File: config.mk
export PLATFORM = sky130hd
export DESIGN_NAME = cpcd_queue
export DESIGN_NICKNAME = d
export VERILOG_FILES = /design/src/hdl/cpcd_pkg.sv /design/src/hdl/cpcd_queue.sv
export SDC_FILE = /design/constraint.sdc
export NUM_CORES = 1
export LEC_CHECK = 0
export BUFFER_PORTS_ARGS = -buffer_cell sky130_fd_sc_hd__buf_2
export CORE_ASPECT_RATIO = 1.1
export CORE_MARGIN = 2
export CORE_UTILIZATION = 55
export DETAILED_ROUTE_END_ITERATION = 8
export PLACE_DENSITY = 0.83
export SLEW_MARGIN = 10
export SYNTH_ARGS = -nofsm -noshare
export SYNTH_HDL_FRONTEND = slang
export SYNTH_SLANG_ARGS = --single-unit
File: constraint.sdc
create_clock -name clk -period 7.5 [get_ports clk]
set_input_delay 2.25 -clock clk [delete_from_list [all_inputs] [get_ports clk]]
set_output_delay 2.25 -clock clk [all_outputs]
set_load 0.01 [all_outputs]
File: src/hdl/cpcd_pkg.sv
// Types and constants for the cross pixel to cube direction block.
// No dependencies; every other file imports this package.
package cpcd_pkg;

    localparam int MAX_FACE_SIZE = 1024;
    localparam int FS_W          = 11;
    localparam int SPAN_W        = 25;
    localparam int PIX_W         = 12;
    localparam int OFF_W         = $clog2(MAX_FACE_SIZE);
    localparam int COMP_W        = 26;
    localparam int MAG_W         = 25;
    localparam int SQ_W          = 2 * MAG_W;
    localparam int RT_W          = SQ_W + 1;
    localparam int RT_STEPS      = MAG_W;
    localparam int FRAC_OUT      = 14;
    localparam int DIV_STEPS     = 15;
    localparam int REM_W         = MAG_W + FRAC_OUT + 1;
    localparam int DIR_W         = 16;
    localparam int CFG_IDX_W     = 1;
    localparam int CFG_DATA_W    = 25;

    localparam logic [CFG_IDX_W-1:0] REG_FACE_SIZE = 1'd0;
    localparam logic [CFG_IDX_W-1:0] REG_INV_SPAN  = 1'd1;

    localparam logic [FS_W-1:0]   FACE_SIZE_RST = 11'd256;
    localparam logic [SPAN_W-1:0] INV_SPAN_RST  = 25'd65793;

    localparam logic signed [COMP_W-1:0] ONE_Q24 = 26'sd16777216;
    localparam logic signed [DIR_W-1:0]  DIR_ONE = 16'sd16384;

    typedef enum logic [2:0] {
        FACE_PX = 3'd0,
        FACE_NX = 3'd1,
        FACE_PY = 3'd2,
        FACE_NY = 3'd3,
        FACE_PZ = 3'd4,
        FACE_NZ = 3'd5
    } face_t;

    typedef struct packed {
        logic                     ok;
        face_t                    face;
        logic signed [COMP_W-1:0] a;
        logic signed [COMP_W-1:0] b;
        logic signed [COMP_W-1:0] c;
    } item_t;

    typedef struct packed {
        logic                       ok;
        face_t                      face;
        logic [2:0]                 neg;
        logic [2:0][MAG_W-1:0]      mag;
    } carry_t;

    typedef struct packed {
        logic       ok;
        face_t      face;
        logic [2:0] neg;
    } tag_t;

endpackage

File: src/hdl/cpcd_queue.sv
// Two-entry queue between the front end and the normalizer.
// Depends on cpcd_pkg.
module cpcd_queue
    import cpcd_pkg::*;
(
    input  logic  clk,
    input  logic  rst_n,
    input  item_t wr_item,
    input  logic  push,
    output logic  wr_ready,
    output item_t rd_item,
    output logic  rd_valid,
    input  logic  pop
);

    item_t      mem_reg [2];
    logic       wp_reg;
    logic       rp_reg;
    logic [1:0] cnt_reg;
    logic [1:0] cnt_next;

    assign wr_ready = (cnt_reg != 2'd2);
    assign rd_valid = (cnt_reg != 2'd0);
    assign rd_item  = mem_reg[rp_reg];

    always_comb
    begin
        cnt_next = cnt_reg;
        if (push && !pop)
            cnt_next = cnt_reg + 2'd1;
        else if (pop && !push)
            cnt_next = cnt_reg - 2'd1;
    end

    always_ff @(posedge clk or negedge rst_n)
    begin
        if (!rst_n)
        begin
            wp_reg  <= 1'b0;
            rp_reg  <= 1'b0;
            cnt_reg <= 2'd0;
        end
        else
        begin
            cnt_reg <= cnt_next;
            if (push)
                wp_reg <= !wp_reg;
            if (pop)
                rp_reg <= !rp_reg;
        end
    end

    always_ff @(posedge clk)
    begin
        if (push)
            mem_reg[wp_reg] <= wr_item;
    end

endmodule

## After elaboration in Yosys (flattened, before gate mapping)

Memories as Yosys holds them, arrays and structs flattened.
Index checks and enable logic that the tools add are counted.

| storage, ports and cells | value |
|---|---|
| bits in registers | 4 |
| bits in writable memories | 164 |
| bits of input ports | 86 |
| output and inout bits | 84 |
| logic and storage cells | 19 |
| memories kept | 1 |

| cells by class | value |
|---|---|
| add/subtract/negate cells | 2 |
| eq/ne operators | 1 |
| mux-type cells | 4 |
| reduce and logical (&&, ||, !) cells | 8 |

Memory list:

| memory | depth | width | read ports | clocked after Yosys merged registers in | wr ports | line | text |
|---|---|---|---|---|---|---|---|
| mem_reg | 2 | 82 | 1 | 0 | 1 | cpcd_queue.sv:16 | `item_t mem_reg [2];` |

Operators by type and width:

| cell | count |
|---|---|
| logical NOT 1 bit | 4 |
| two-way mux 2 bit | 2 |
| nonzero test 2 bit | 2 |
| adder 2 x 1 -> 2 bit (second input constant) | 1 |
| logical AND 1 bit | 2 |
| two-way mux 1 bit | 2 |
| != test 2 bit (second input constant) | 1 |
| subtractor 2 x 1 -> 2 bit (second input constant) | 1 |

## Longest topological paths before layout

| logic depth | value |
|---|---|
| depth in word-level cells | 4 |
| gate-level depth with buffers | 5 |
| gate-level depth less buffers | 5 |

## Worst setup path before layout

OpenSTA, ideal clock, no wires.

| timing | value |
|---|---|
| kind | input-to-reg |
| start point | input port push |
| end point | memory mem_reg[0][0] in the netlist's numbering, enable pin |
| setup time | 0.533 ns |
| data arrival time | 5.833 ns |
| data required time | 6.967 ns |
| path slack | 1.134 ns |
| cell stages on the path | 1 |
| buffers on the path | 0 |
| cell sequence | nor2b_1 |

| between the ends | value |
|---|---|
| longest elaborated chain between the ends | 2 |

RTL lines:

| what | line | text |
|---|---|---|
| start, declared | cpcd_queue.sv:9 | `input logic push,` |
| two-way mux 1 bit | cpcd_queue.sv:55 | `if (push)` |
| two-way mux 1 bit (implied by the code) | cpcd_queue.sv:56 | `mem_reg[wp_reg] <= wr_item;` |
| end, declared | cpcd_queue.sv:16 |  |

Every way passes these cells.

==> reports/metrics.cfg <==
[status]
outcome = complete, no violations

[setup_path]
worstSetupPathType = flip-flop to output port
cp_data_arrival_time_ps = 2610
cp.buffers_inverters = 2
crit_slowest_cell = dfrtp_4
max_stage_delay_ps = 1000
crit_chain = buf_4 -> mux2_4 -> buf_2
worstSetupEndpointType = output port
crit_fanout = 49
critPathLaunchType = flip-flop
critPathRequiredTime_ps = 5250
crit_family = flip-flops

[synth]
synth.top_cell.area_share_pct = 76.28
synthAdderAreaFrac_pct = 0.1938
synth_commonest_cells = edfxtp_1, mux2_4, mux2_2, buf_12
async_flop_share_pct = 2.381
synth_top_family_by_area = multiplexers
ys_top_cells_by_area = edfxtp_1, mux2_4, buf_12
synth_area_per_cell_um2 = 23.82
synth_cell_types = 16
yosys_warnings = 0
synth_enable_flop_cells = 164
synth_area_um2 = 6456
seq_area_frac_synth_pct = 77.83
ys.flop_type = edfxtp_1
synth_seq_cells = 168
synth_simple_gate_area_share_pct = 0.4457
synth_compound_area_share_pct = 0
synth_top_cell_by_area = edfxtp_1
synthesis.nets = 358
muxShareOfSynthArea_pct = 18.37
synth_cells = 271
synth_xor_area_share_pct = 0.6783
yosysMostFrequentCell = edfxtp_1

[timing]
skew_ps = 4.737
rsz0062_at_grt = no
drv_slew = 0
hold_ws_ps = 503.4
worst_slew_pin_slew_ps = 1089
min_period_ps = 4865
max_slew_margin_pct = 27.37
fmax_mhz = 205.6
timing.final.crit_share_pct = 64.86
final_hold_viol_count = 0
setup_tns_ps = 0
setup-violations-final = 0

[die]
core_um2 = 11440
die_w_um = 107.3
io_pins = 170
num_rows = 41
die_h_um = 117.6
start_util_pct = 56.44
fp.dieArea_um2 = 12620

[routing]
dr_wl_met3_um = 673
viasPerCell = 5.010
wl_per_cell_um = 17.87
initialDrtViolationCount = 177
met1Wirelength_um = 4168
drc = 0
num_vias = 3096
wl_met2_um = 6033
drt_pre_antenna_iters = 4
ant_nets = 0
highest_layer = met4
routed_wl_um = 11040

[grt]
grt.total_usage_pct = 17.91
grt_pass1_wl_um = 16480
overflow = 0
antenna_found_initial = 3
grt_pass1_vias = 3157
grt_max_degree = 83

[clocking]
post_cts_buffers = 0
cts_root_buf = clkbuf_16
cts.clk_slew.worst_paths_ps = 60
clkSinkCount = 168
cts_hold_buf = 0
cts_resized = 0
cts-htree-levels = 4
cts_buffer_depth = 2
clk-insertion-delay-late_ps = 410
cts_tree = yes
cts_made_buffers = 17

[final_layout]
largest_reg_flops = 164
fill_cells = 737
fin_area_um2 = 7949
finalCoreUtilization_pct = 69.48
area_delta_synth_final_pct = 23.12
layout.nets = 539
layout-drive-gt1-share_pct = 61.72
fin_cells = 618

[place]
hpwl_um = 7282
io_buffers = 169
postPlaceCellArea_um2 = 7362
gp_routability_congestion = 0.7088
dp_cells = 583

[power_and_ir_drop]
leakage_nw = 3.216
peakVddDrop_mv = 0.4068
p_per_area_nw_per_um2 = 384.7

[hold_path]
worstHoldPathType = flip-flop to flip-flop

[flow_run]
maxCapViolations = 0

==> final timing paths <==
kind / start / to / slack [ps] / cells after the start
setup / recovery: rp_reg / rd_item[49] / 2640 / 3
hold / removal: cnt_reg[1] / cnt_reg[1] / 500 / 1
setup reg to reg: wp_reg / mem_reg[0][29] / 5190 / 2
hold reg to reg: cnt_reg[1] / cnt_reg[1] / 500 / 1
max in group asynchronous: rst_n / rp_reg / 5730 / 1
min in group asynchronous: rst_n / cnt_reg[1] / 1630 / 1
==> kinds of logic after synthesis <==
logic type,after synthesis
AND/OR/NAND/NOR,5
flip-flops,168
XOR/XNOR,5
multiplexers,82
adder cells (fa/ha/maj),1
buffers and inverters,10
==> power breakdown <==
group | total, mW | switching (mW) | internal (mW)
Combinational | 0.849 | 0.388 | 0.462
Clock | 0.837 | 0.344 | 0.493
Sequential | 1.37 | 0.121 | 1.25
==> stage by stage <==
stage / worst slack (ps) / total power [mW]
floorplan: 1134 / 2.033
finish: 2635 / 3.058
detailed placement: 3058 / 2.253
global route: 2518 / 3.196
CTS: 2592 / 3.094
global placement: 3102 / 2.219
==> cell usage in the layout, fill, tap and decap left out, drive strengths merged, types with 2 or more instances in the layout <==
cell,netlist,final
diode,0,3
clkinv,0,8
xor2,4,4
clkbuf,0,18
mux2,82,82
bufinv,0,2
buf,9,171
edfxtp,164,164
inv,1,4
dfrtp,4,4
==> layout make-up <==
class	count	area, um^2	area share, %
clock inverters	14	150.1	1.889
inverters	1	3.754	0.04722
flip-flops and latches	168	5029	63.26
clock buffers	18	429.2	5.399
multi-input cells	93	1281	16.12
diodes	3	7.507	0.09444
repair buffers	171	860.8	10.83
well taps	150	187.7	2.361
==> metal layers <==
layer	GRT usage (%)	up-vias
met1	20.73	1534
met3	5.648	11
met2	30.78	114
li1	-	1437
met5	0	-
met4	7.062	0
==> worst register-to-register path: stages (launching register included) <==
cell and delay (ps):
dfrtp_1 440, nor2b_4 790, buf_4 680
Note: power is estimated with default switching activity, not from simulation.
