$ cat src/hdl/cpcd_pkg.sv
// Types and constants for the cross pixel to cube direction block.
// No dependencies; every other file imports this package.
package cpcd_pkg;

    localparam int MAX_FACE_SIZE = 1024;
    localparam int FS_W          = 11;
    localparam int SPAN_W        = 25;
    localparam int PIX_W         = 12;
    localparam int OFF_W         = $clog2(MAX_FACE_SIZE);
    localparam int COMP_W        = 26;
    localparam int MAG_W         = 25;
    localparam int SQ_W          = 2 * MAG_W;
    localparam int RT_W          = SQ_W + 1;
    localparam int RT_STEPS      = MAG_W;
    localparam int FRAC_OUT      = 14;
    localparam int DIV_STEPS     = 15;
    localparam int REM_W         = MAG_W + FRAC_OUT + 1;
    localparam int DIR_W         = 16;
    localparam int CFG_IDX_W     = 1;
    localparam int CFG_DATA_W    = 25;

    localparam logic [CFG_IDX_W-1:0] REG_FACE_SIZE = 1'd0;
    localparam logic [CFG_IDX_W-1:0] REG_INV_SPAN  = 1'd1;

    localparam logic [FS_W-1:0]   FACE_SIZE_RST = 11'd256;
    localparam logic [SPAN_W-1:0] INV_SPAN_RST  = 25'd65793;

    localparam logic signed [COMP_W-1:0] ONE_Q24 = 26'sd16777216;
    localparam logic signed [DIR_W-1:0]  DIR_ONE = 16'sd16384;

    typedef enum logic [2:0] {
        FACE_PX = 3'd0,
        FACE_NX = 3'd1,
        FACE_PY = 3'd2,
        FACE_NY = 3'd3,
        FACE_PZ = 3'd4,
        FACE_NZ = 3'd5
    } face_t;

    typedef struct packed {
        logic                     ok;
        face_t                    face;
        logic signed [COMP_W-1:0] a;
        logic signed [COMP_W-1:0] b;
        logic signed [COMP_W-1:0] c;
    } item_t;

    typedef struct packed {
        logic                       ok;
        face_t                      face;
        logic [2:0]                 neg;
        logic [2:0][MAG_W-1:0]      mag;
    } carry_t;

    typedef struct packed {
        logic       ok;
        face_t      face;
        logic [2:0] neg;
    } tag_t;

endpackage

$ cat src/hdl/cpcd_if.sv
// Channel interfaces for pixel input and direction output.
// Depends on cpcd_pkg.
interface cpcd_pix_if;
    import cpcd_pkg::*;
    logic             valid;
    logic             ready;
    logic [PIX_W-1:0] pix_x;
    logic [PIX_W-1:0] pix_y;
    modport source (output valid, output pix_x, output pix_y, input ready);
    modport sink   (input valid, input pix_x, input pix_y, output ready);
endinterface


$ cat src/hdl/cpcd_front.sv
// Front end: tile classification and face vector in Q.24.
// Depends on cpcd_pkg and cpcd_if.
module cpcd_front
    import cpcd_pkg::*;
(
    input  logic              clk,
    input  logic              rst_n,
    input  logic [FS_W-1:0]   face_size,
    input  logic [SPAN_W-1:0] inv_span,
    cpcd_pix_if.sink          pix,
    output item_t             q_item,
    output logic              q_push,
    input  logic              q_ready
);

    logic             en;
    logic [FS_W-1:0]  w;
    logic [PIX_W-1:0] w2;
    logic [PIX_W:0]   w3;
    logic [PIX_W:0]   w4;
    logic [1:0]       col;
    logic [1:0]       row;
    logic [PIX_W-1:0] dx;
    logic [PIX_W:0]   dy;
    logic             in_rng;
    logic             tile;
    face_t            face_c;

    logic             a_valid_reg;
    logic             a_ok_reg;
    face_t            a_face_reg;
    logic [OFF_W-1:0] a_lx_reg;
    logic [OFF_W-1:0] a_ly_reg;

    logic [OFF_W+SPAN_W-1:0]     pu;
    logic [OFF_W+SPAN_W-1:0]     pv;
    logic signed [OFF_W+SPAN_W+1:0] tu;
    logic signed [OFF_W+SPAN_W+1:0] tv;
    logic signed [COMP_W-1:0]    u;
    logic signed [COMP_W-1:0]    v;
    item_t                       item_next;

    logic  b_valid_reg;
    item_t b_item_reg;

    assign en        = !b_valid_reg || q_ready;
    assign pix.ready = en;
    assign q_push    = b_valid_reg && q_ready;
    assign q_item    = b_item_reg;

    always_comb
    begin
        w  = (face_size > FS_W'(MAX_FACE_SIZE)) ? FS_W'(MAX_FACE_SIZE) : face_size;
        w2 = {w, 1'b0};
        w3 = (PIX_W+1)'(w2) + (PIX_W+1)'(w);
        w4 = {w, 2'b00};
        if (pix.pix_x >= w2)
        begin
            col = 2'd2;
            dx  = pix.pix_x - w2;
        end
        else if (pix.pix_x >= PIX_W'(w))
        begin
            col = 2'd1;
            dx  = pix.pix_x - PIX_W'(w);
        end
        else
        begin
            col = 2'd0;
            dx  = pix.pix_x;
        end
        if ({1'b0, pix.pix_y} >= w3)
        begin
            row = 2'd3;
            dy  = {1'b0, pix.pix_y} - w3;
        end
        else if ({1'b0, pix.pix_y} >= (PIX_W+1)'(w2))
        begin
            row = 2'd2;
            dy  = {1'b0, pix.pix_y} - (PIX_W+1)'(w2);
        end
        else if ({1'b0, pix.pix_y} >= (PIX_W+1)'(w))
        begin
            row = 2'd1;
            dy  = {1'b0, pix.pix_y} - (PIX_W+1)'(w);
        end
        else
        begin
            row = 2'd0;
            dy  = {1'b0, pix.pix_y};
        end
        in_rng = (w != '0) && ({1'b0, pix.pix_x} < w3) && ({1'b0, pix.pix_y} < w4);
        tile   = 1'b1;
        case ({row, col})
            4'b01_10: face_c = FACE_PX;
            4'b01_00: face_c = FACE_NX;
            4'b00_01: face_c = FACE_PY;
            4'b10_01: face_c = FACE_NY;
            4'b01_01: face_c = FACE_PZ;
            4'b11_01: face_c = FACE_NZ;
            default:
            begin
                face_c = FACE_PX;
                tile   = 1'b0;
            end
        endcase
    end

    always_ff @(posedge clk or negedge rst_n)
    begin
        if (!rst_n)
        begin
            a_valid_reg <= 1'b0;
            b_valid_reg <= 1'b0;
        end
        else if (en)
        begin
            a_valid_reg <= pix.valid;
            b_valid_reg <= a_valid_reg;
        end
    end

    always_ff @(posedge clk)
    begin
        if (en)
        begin
            a_ok_reg   <= in_rng && tile;
            a_face_reg <= face_c;
            a_lx_reg   <= dx[OFF_W-1:0];
            a_ly_reg   <= dy[OFF_W-1:0];
            b_item_reg <= item_next;
        end
    end

    always_comb
    begin
        pu = OFF_W'(a_lx_reg) * inv_span;
        pv = OFF_W'(a_ly_reg) * inv_span;
        tu = $signed({1'b0, pu, 1'b0}) - (OFF_W+SPAN_W+2)'(ONE_Q24);
        tv = $signed({1'b0, pv, 1'b0}) - (OFF_W+SPAN_W+2)'(ONE_Q24);
        if (tu > (OFF_W+SPAN_W+2)'(ONE_Q24))
            u = ONE_Q24;
        else if (tu < -(OFF_W+SPAN_W+2)'(ONE_Q24))
            u = -ONE_Q24;
        else
            u = COMP_W'(tu);
        if (tv > (OFF_W+SPAN_W+2)'(ONE_Q24))
            v = ONE_Q24;
        else if (tv < -(OFF_W+SPAN_W+2)'(ONE_Q24))
            v = -ONE_Q24;
        else
            v = COMP_W'(tv);
        item_next.ok   = a_ok_reg;
        item_next.face = a_face_reg;
        case (a_face_reg)
            FACE_PX:
            begin
                item_next.a = ONE_Q24;  item_next.b = v;  item_next.c = -u;
            end
            FACE_NX:
            begin
                item_next.a = -ONE_Q24; item_next.b = v;  item_next.c = u;
            end
            FACE_PY:
            begin
                item_next.a = u;  item_next.b = -ONE_Q24; item_next.c = v;
            end
            FACE_NY:
            begin
                item_next.a = u;  item_next.b = ONE_Q24;  item_next.c = -v;
            end
            FACE_PZ:
            begin
                item_next.a = u;  item_next.b = v;  item_next.c = ONE_Q24;
            end
            FACE_NZ:
            begin
                item_next.a = -u; item_next.b = v;  item_next.c = -ONE_Q24;
            end
            default:
            begin
                item_next.a = '0; item_next.b = '0; item_next.c = '0;
            end
        endcase
        if (!a_ok_reg)
        begin
            item_next.face = FACE_PX;
            item_next.a    = '0;
            item_next.b    = '0;
            item_next.c    = '0;
        end
    end

endmodule

$ cat src/flat_wrapper.sv
// flat-port wrapper written by rule: the top's interface ports become plain ports
module cpcd_front_flat import cpcd_pkg::*;
  (clk, rst_n, face_size, inv_span, q_item, q_push, q_ready, pix_valid, pix_pix_x, pix_pix_y, pix_ready);
  cpcd_pix_if pix_i ();
  input  logic clk;
  input  logic rst_n;
  input  logic [FS_W-1:0] face_size;
  input  logic [SPAN_W-1:0] inv_span;
  output item_t q_item;
  output logic q_push;
  input  logic q_ready;
  input wire logic [$bits(pix_i.valid)-1:0] pix_valid;
  input wire logic [$bits(pix_i.pix_x)-1:0] pix_pix_x;
  input wire logic [$bits(pix_i.pix_y)-1:0] pix_pix_y;
  output wire logic [$bits(pix_i.ready)-1:0] pix_ready;
  assign pix_i.valid = pix_valid;
  assign pix_i.pix_x = pix_pix_x;
  assign pix_i.pix_y = pix_pix_y;
  assign pix_ready = pix_i.ready;
  cpcd_front u_core (.clk(clk), .rst_n(rst_n), .face_size(face_size), .inv_span(inv_span), .pix(pix_i), .q_item(q_item), .q_push(q_push), .q_ready(q_ready));
endmodule
$ cat config.mk
export PLATFORM = sky130hd
export DESIGN_NAME = cpcd_front_flat
export DESIGN_NICKNAME = d
export VERILOG_FILES = /design/src/hdl/cpcd_pkg.sv /design/src/hdl/cpcd_if.sv /design/src/hdl/cpcd_front.sv /design/src/flat_wrapper.sv
export SDC_FILE = /design/constraint.sdc
export NUM_CORES = 2
export LEC_CHECK = 0
export BUFFER_PORTS_ARGS = -buffer_cell sky130_fd_sc_hd__buf_2
export CORE_UTILIZATION = 40
export CTS_CLUSTER_DIAMETER = 80
export DETAILED_ROUTE_END_ITERATION = 10
export GPL_ROUTABILITY_DRIVEN = 0
export PLACE_DENSITY = 0.67
export SYNTH_ARGS = -nofsm -noshare
export SYNTH_HDL_FRONTEND = slang
export SYNTH_SLANG_ARGS = --single-unit
$ cat constraint.sdc
create_clock -name clk -period 9.8 [get_ports clk]
set_clock_uncertainty 0.15 [all_clocks]
set_input_delay 1.96 -clock clk [delete_from_list [all_inputs] [get_ports clk]]
set_output_delay 1.96 -clock clk [all_outputs]
set_load 0.05 [all_outputs]
* Yosys cells after proc, flatten, opt, wreduce, memory -nomap -nowiden
Cells that the tools add are included.
Word-level totals: register bits 108, logic and storage cells 73
Cells by class: $mul 2, muxes and demuxes 18, equality and inequality tests 11, magnitude comparators 12, $add $sub $neg 10, reduce and logical (&&, ||, !) cells 9
Operator list (number):
- $pmux W78 S6 | 1
- $mux W26 | 4
- $gt A37 B26 Y1 const B | 2
- $lt A37 B25 Y1 const B | 2
- $sub A36 B25 Y37 const B | 2
- $mul A10 B25 Y35 | 2
- $neg A26 Y26 | 2
- $mux W10 | 5
- $sub A10 B10 Y10 | 5
- $lt A12 B13 Y1 | 2
- $ge A12 B11 Y1 | 2
- $ge A12 B12 Y1 | 2
- $pmux W3 S5 | 1
- $add A12 B11 Y13 | 1
- $ge A12 B13 Y1 | 1
- $eq A4 B3 Y1 const B | 3
- $gt A11 B11 Y1 const B | 1
- $mux W11 | 1
- $reduce_bool A11 Y1 | 1
- $eq A4 B4 Y1 const B | 2
- $eq A3 B2 Y1 const B | 2
- $eq A3 B3 Y1 const B | 2
- $mux W2 | 3
- $reduce_or A6 Y1 | 1
- 7 further kinds | 12

* Depth between registers and ports, before layout
depth after elaboration 10, mapped depth 39, depth with buffers taken out 34

* Worst setup path before layout
Ideal clock, no wire load.
path kind in2reg, start point input port inv_span[11], end point register u_core.b_item_reg, in the netlist u_core.q_item[77] (data pin), arrival time 9.969 ns, data required time 9.504 ns, stages 37, path slack -0.465 ns, cells stage by stage clkbuf_1 > nand2_1 > fa_1 > inv_1 > fa_1 > fa_1 > fa_1 > inv_1 > fa_1 > inv_1 > ha_1 > clkbuf_1 > nand4_1 > o221ai_1 > a31oi_1 > a31oi_1 > xor2_1 > inv_2 > ha_1 > buf_1 > inv_1 > nor2_1 > nand3_1 > or3_1 > a21bo_2 > buf_2 > buf_2 > nand2_1 > ha_1 > nand2_1 > nor3_1 > nor3b_1 > nor3b_1 > nand2_1 > nor4b_1 > o21ai_1 > a21oi_1
On the way: cells in the longest elaborated chain, start to end 7, elaborated cells between the ends (all ways) 8, classes of those cells 2 x add/sub; 1 x mul; 2 x order compare; 3 x mux
Ends and longest elaborated chain:
- start, declared | RTL line flat_wrapper.sv:8 | input logic [SPAN_W-1:0] inv_span;
- $mul A10 B25 Y35 * | RTL line cpcd_front.sv:137 | pu = OFF_W'(a_lx_reg) * inv_span;
- $sub A36 B25 Y37 * | RTL line cpcd_front.sv:139 | tu = $signed({1'b0, pu, 1'b0}) - (OFF_W+SPAN_W+2)'(ONE_Q24);
- $lt A37 B25 Y1 | RTL line cpcd_front.sv:143 | else if (tu < -(OFF_W+SPAN_W+2)'(ONE_Q24))
- $mux W26 | RTL line cpcd_front.sv:143
- $mux W26 * | RTL line cpcd_front.sv:141 | if (tu > (OFF_W+SPAN_W+2)'(ONE_Q24))
- $neg A26 Y26 | RTL line cpcd_front.sv:178 | item_next.a = -u; item_next.b = v; item_next.c = -ONE_Q24;
- $pmux W78 S6 * | RTL line cpcd_front.sv:155 | case (a_face_reg)
- end signal, assigned | RTL line cpcd_front.sv:131 | b_item_reg <= item_next;
- end, declared | RTL line cpcd_front.sv:44 | item_t b_item_reg;
Every way passes the cells marked *; elsewhere a longest branch is shown, timed or not. A chain may end at the register's enable or synchronous reset.

* Worst setup path in the final report
start point input port inv_span[18], end point register u_core.b_item_reg, in the netlist u_core.q_item[19] (data pin)
On the way: cells in the longest elaborated chain, start to end 7, elaborated cells between the ends (all ways) 15, classes of those cells 4 x add/sub; 2 x mul; 4 x order compare; 5 x mux
Ends and longest elaborated chain (RTL line):
- $mul A10 B25 Y35 (on tied branches) | cpcd_front.sv:138, cpcd_front.sv:137
- $sub A36 B25 Y37 (on tied branches) | cpcd_front.sv:140, cpcd_front.sv:139
- $lt A37 B25 Y1 (on tied branches) | cpcd_front.sv:149, cpcd_front.sv:143
- $mux W26 (on tied branches) | cpcd_front.sv:149, cpcd_front.sv:143
- $mux W26 (on tied branches) | cpcd_front.sv:147, cpcd_front.sv:141
- $neg A26 Y26 (on tied branches) | cpcd_front.sv:170, cpcd_front.sv:158
- $pmux W78 S6 * | cpcd_front.sv:155
Marked as above.

==> summary.txt <==
Run status
  – Status: complete, but fails checks
  – Failing checks: DRC

Worst setup path
  – Critical path class: input port to flop
  – Most Frequent Cell on Critical Path: fa_1
  – Crit path arrival time: 9.63 ns
  – Setup crit start kind: input port
  – Worst EP required: 9.75 ns
  – Max incr delay on CP: 0.59 ns
  – Crit-path slowest cell: fa_1
  – Crit. End Element: flop
  – Setup slack, reg-to-reg: 0.83 ns
  – Crit-path max FO: 14

Floorplan
  – Top Ports: 148
  – Die height: 261 um
  – Core Region: 66100 um^2
  – Initial Util: 40.6%
  – Row cnt: 94
  – Total die area: 68100 um^2
  – Die X: 261 um

Final layout
  – Max FFs per register: 79
  – Post-route cell area: 32000 um^2
  – Layout Utilization: 48.4%
  – Final net count: 4298
  – Fraction of layout cells with a size suffix above 1: 19.7%
  – Commonest non-fill, non-tap cell in the layout: buf_4
  – Most frequent cells in the layout: buf_4, nand2_1, inv_1
  – Area Growth Syn to Fin: 19.4%

Placement
  – Area after DPL: 31300 um^2
  – Hpwl dp: 67600 um
  – Input/output buffers: 144

Run
  – MaxCap Viol Count: 0

Global routing
  – Number of antenna violations at the first check in global routing: 3
  – Global route overflow: 0
  – Vias in the first global route: 24.8k
  – Total GRT Usage: 24.6%
  – Global-route wire length before repair: 132000 um
  – Largest net degree at the start of global routing: 68

Logic synthesis
  – Ys Warns: 0
  – Asr flop ratio synth: 1.90%
  – Post-synthesis sequential element count: 105
  – Distinct cells, synth: 106
  – Synthesized area per cell: 8.36 um^2
  – Main synth FF type: edfxtp_1
  – Sequential-to-total area share from yosys stat: 11.7%
  – Post-synth EDFFs: 103
  – Cell area after synthesis: 26800 um^2
  – Syn Inst Count: 3208

CTS
  – Hold_buf cts: 0
  – Root Driver: clkbuf_16
  – Clock slew at reported path FFs: 0.08 ns
  – Max clock buf depth: 2
  – Number of buffers created by CTS: 9
  – Worst-Skew Late Latency: 0.39 ns
  – CTS sink count: 105
  – CTS tree: built
  – Max H-tree Level: 3

Timing
  – Fmax: 103 MHz
  – Worst-Margin Slew: 1.21 ns
  – Final Critical Period: 9.68 ns
  – Final setup viols: 0
  – Max transition margin: 19.1%
  – Fin crit share: 98.7%
  – Fin. Hold Viols: 0
  – RSZ-0062 raised after global routing: true
  – WHS: 0.323 ns
  – Fin. max-slew vios: 0

Detailed routing
  – Routed vias: 24.6k
  – Vias per cell: 5.47
  – Violation count after the first detailed-routing iteration: 2191
  – Pre-antenna DRT Iters: 9
  – Final Routed Wirelength: 82800 um
  – # DRC: 28
  – Post-DRT Antenna Nets: 0
  – Drt wl/cell: 18.4 um

Hold path
  – Worst hold path type: flop to flop
==> per-stage QoR <==
stage	std cells	TNS (ns)	setup slack, ns
2_1_floorplan	3210	0	0.00562
3_3_place_gp	4477	-4.50	-0.651
3_5_place_dp	4477	-5.56	-0.720
4_1_cts	4493	0	0.0128
5_1_grt	4498	-0.118	-0.0400
6_report	4499	0	0.125
==> metal layers <==
metal  vias to the layer above  part of all wire, %  GRT usage, %
li1                      11500                    -             -
met2                      1020                   48          42.7
met3                       184                  7.8          4.31
met4                         2                  3.7          8.38
met5                         -                0.024             0
met1                     11900                   40          30.8
==> Yosys cell counts (all sizes together), types with 20 or more instances <==
library cell / n / area, um^2
nand2: 435 / 1630
inv: 417 / 1570
fa: 370 / 7410
and2: 263 / 1650
ha: 235 / 2940
a21oi: 175 / 891
nor2: 172 / 648
clkbuf: 149 / 559
o21ai: 141 / 721
edfxtp: 103 / 3090
xnor2: 80 / 701
nand3: 50 / 250
xor2: 44 / 393
nor3: 43 / 220
nand4: 37 / 238
o211ai: 29 / 228
nor2b: 28 / 178
a21o: 26 / 195
o21a: 25 / 188
and3: 24 / 150
buf: 24 / 131
mux2i: 23 / 230
or3: 23 / 144
a31oi: 21 / 138
nor4: 20 / 125
==> path summary, 6_finish.rpt <==
path / startpoint / endpoint / cells past startpoint
setup / recovery: inv_span[18] / u_core.q_item[19]$_SDFFCE_PN0P_ / 32
hold / removal: u_core.a_valid_reg$_DFFE_PN0P_ / u_core.b_valid_reg$_DFFE_PN0P_ / 1
setup reg to reg: u_core.a_ly_reg[5]$_DFFE_PP_ / u_core.q_item[19]$_SDFFCE_PN0P_ / 30
hold reg to reg: u_core.a_valid_reg$_DFFE_PN0P_ / u_core.b_valid_reg$_DFFE_PN0P_ / 1
max in group asynchronous: rst_n / u_core.a_valid_reg$_DFFE_PN0P_ / 1
min in group asynchronous: rst_n / u_core.b_valid_reg$_DFFE_PN0P_ / 1
==> layout make-up <==
| class | count | area [um^2] |
|---|---|---|
| antenna | 1 | 2.50 |
| clock buffer | 9 | 225 |
| multi-input combinational | 2514 | 21800 |
| fill | 6372 | 34100 |
| tap | 864 | 1080 |
| inverter | 418 | 1570 |
| sequential | 105 | 3140 |
| clock inverter | 7 | 97.6 |
| timing repair buffer | 581 | 4090 |
==> repair_timing <==
item | 4_1_cts | 5_1_grt
pin swaps | 2 | 20
buffers inserted | 0 | 5
gates resized for setup | 21 | 76
setup endpoints to repair | 10 | 18
==> logic make-up after synthesis <==
logic type / after synthesis / synth area share, %
AND/OR/NAND/NOR: 1167 / 21.6
flip-flops: 105 / 11.7
AO/OA/AOI/OAI: 584 / 14.4
adder cells (fa/ha/maj): 605 / 38.6
other: 1 / 0.0140
multiplexers: 31 / 1.19
XOR/XNOR: 124 / 4.08
buffers and inverters: 591 / 8.42
==> worst max-delay path, delay by kind of cell <==
kind / cells / cell delay (ns)
and+or+nand+nor: 8 / 1.43
adders and majority gates: 8 / 3.44
buffers and inverters: 7 / 0.87
xor gates and xnor gates: 1 / 0.16
AOI/OAI and AO/OA: 8 / 1.76
Power is not shown: default switching activity piles up to over one toggle a cycle in this logic, so the estimate is an artifact.
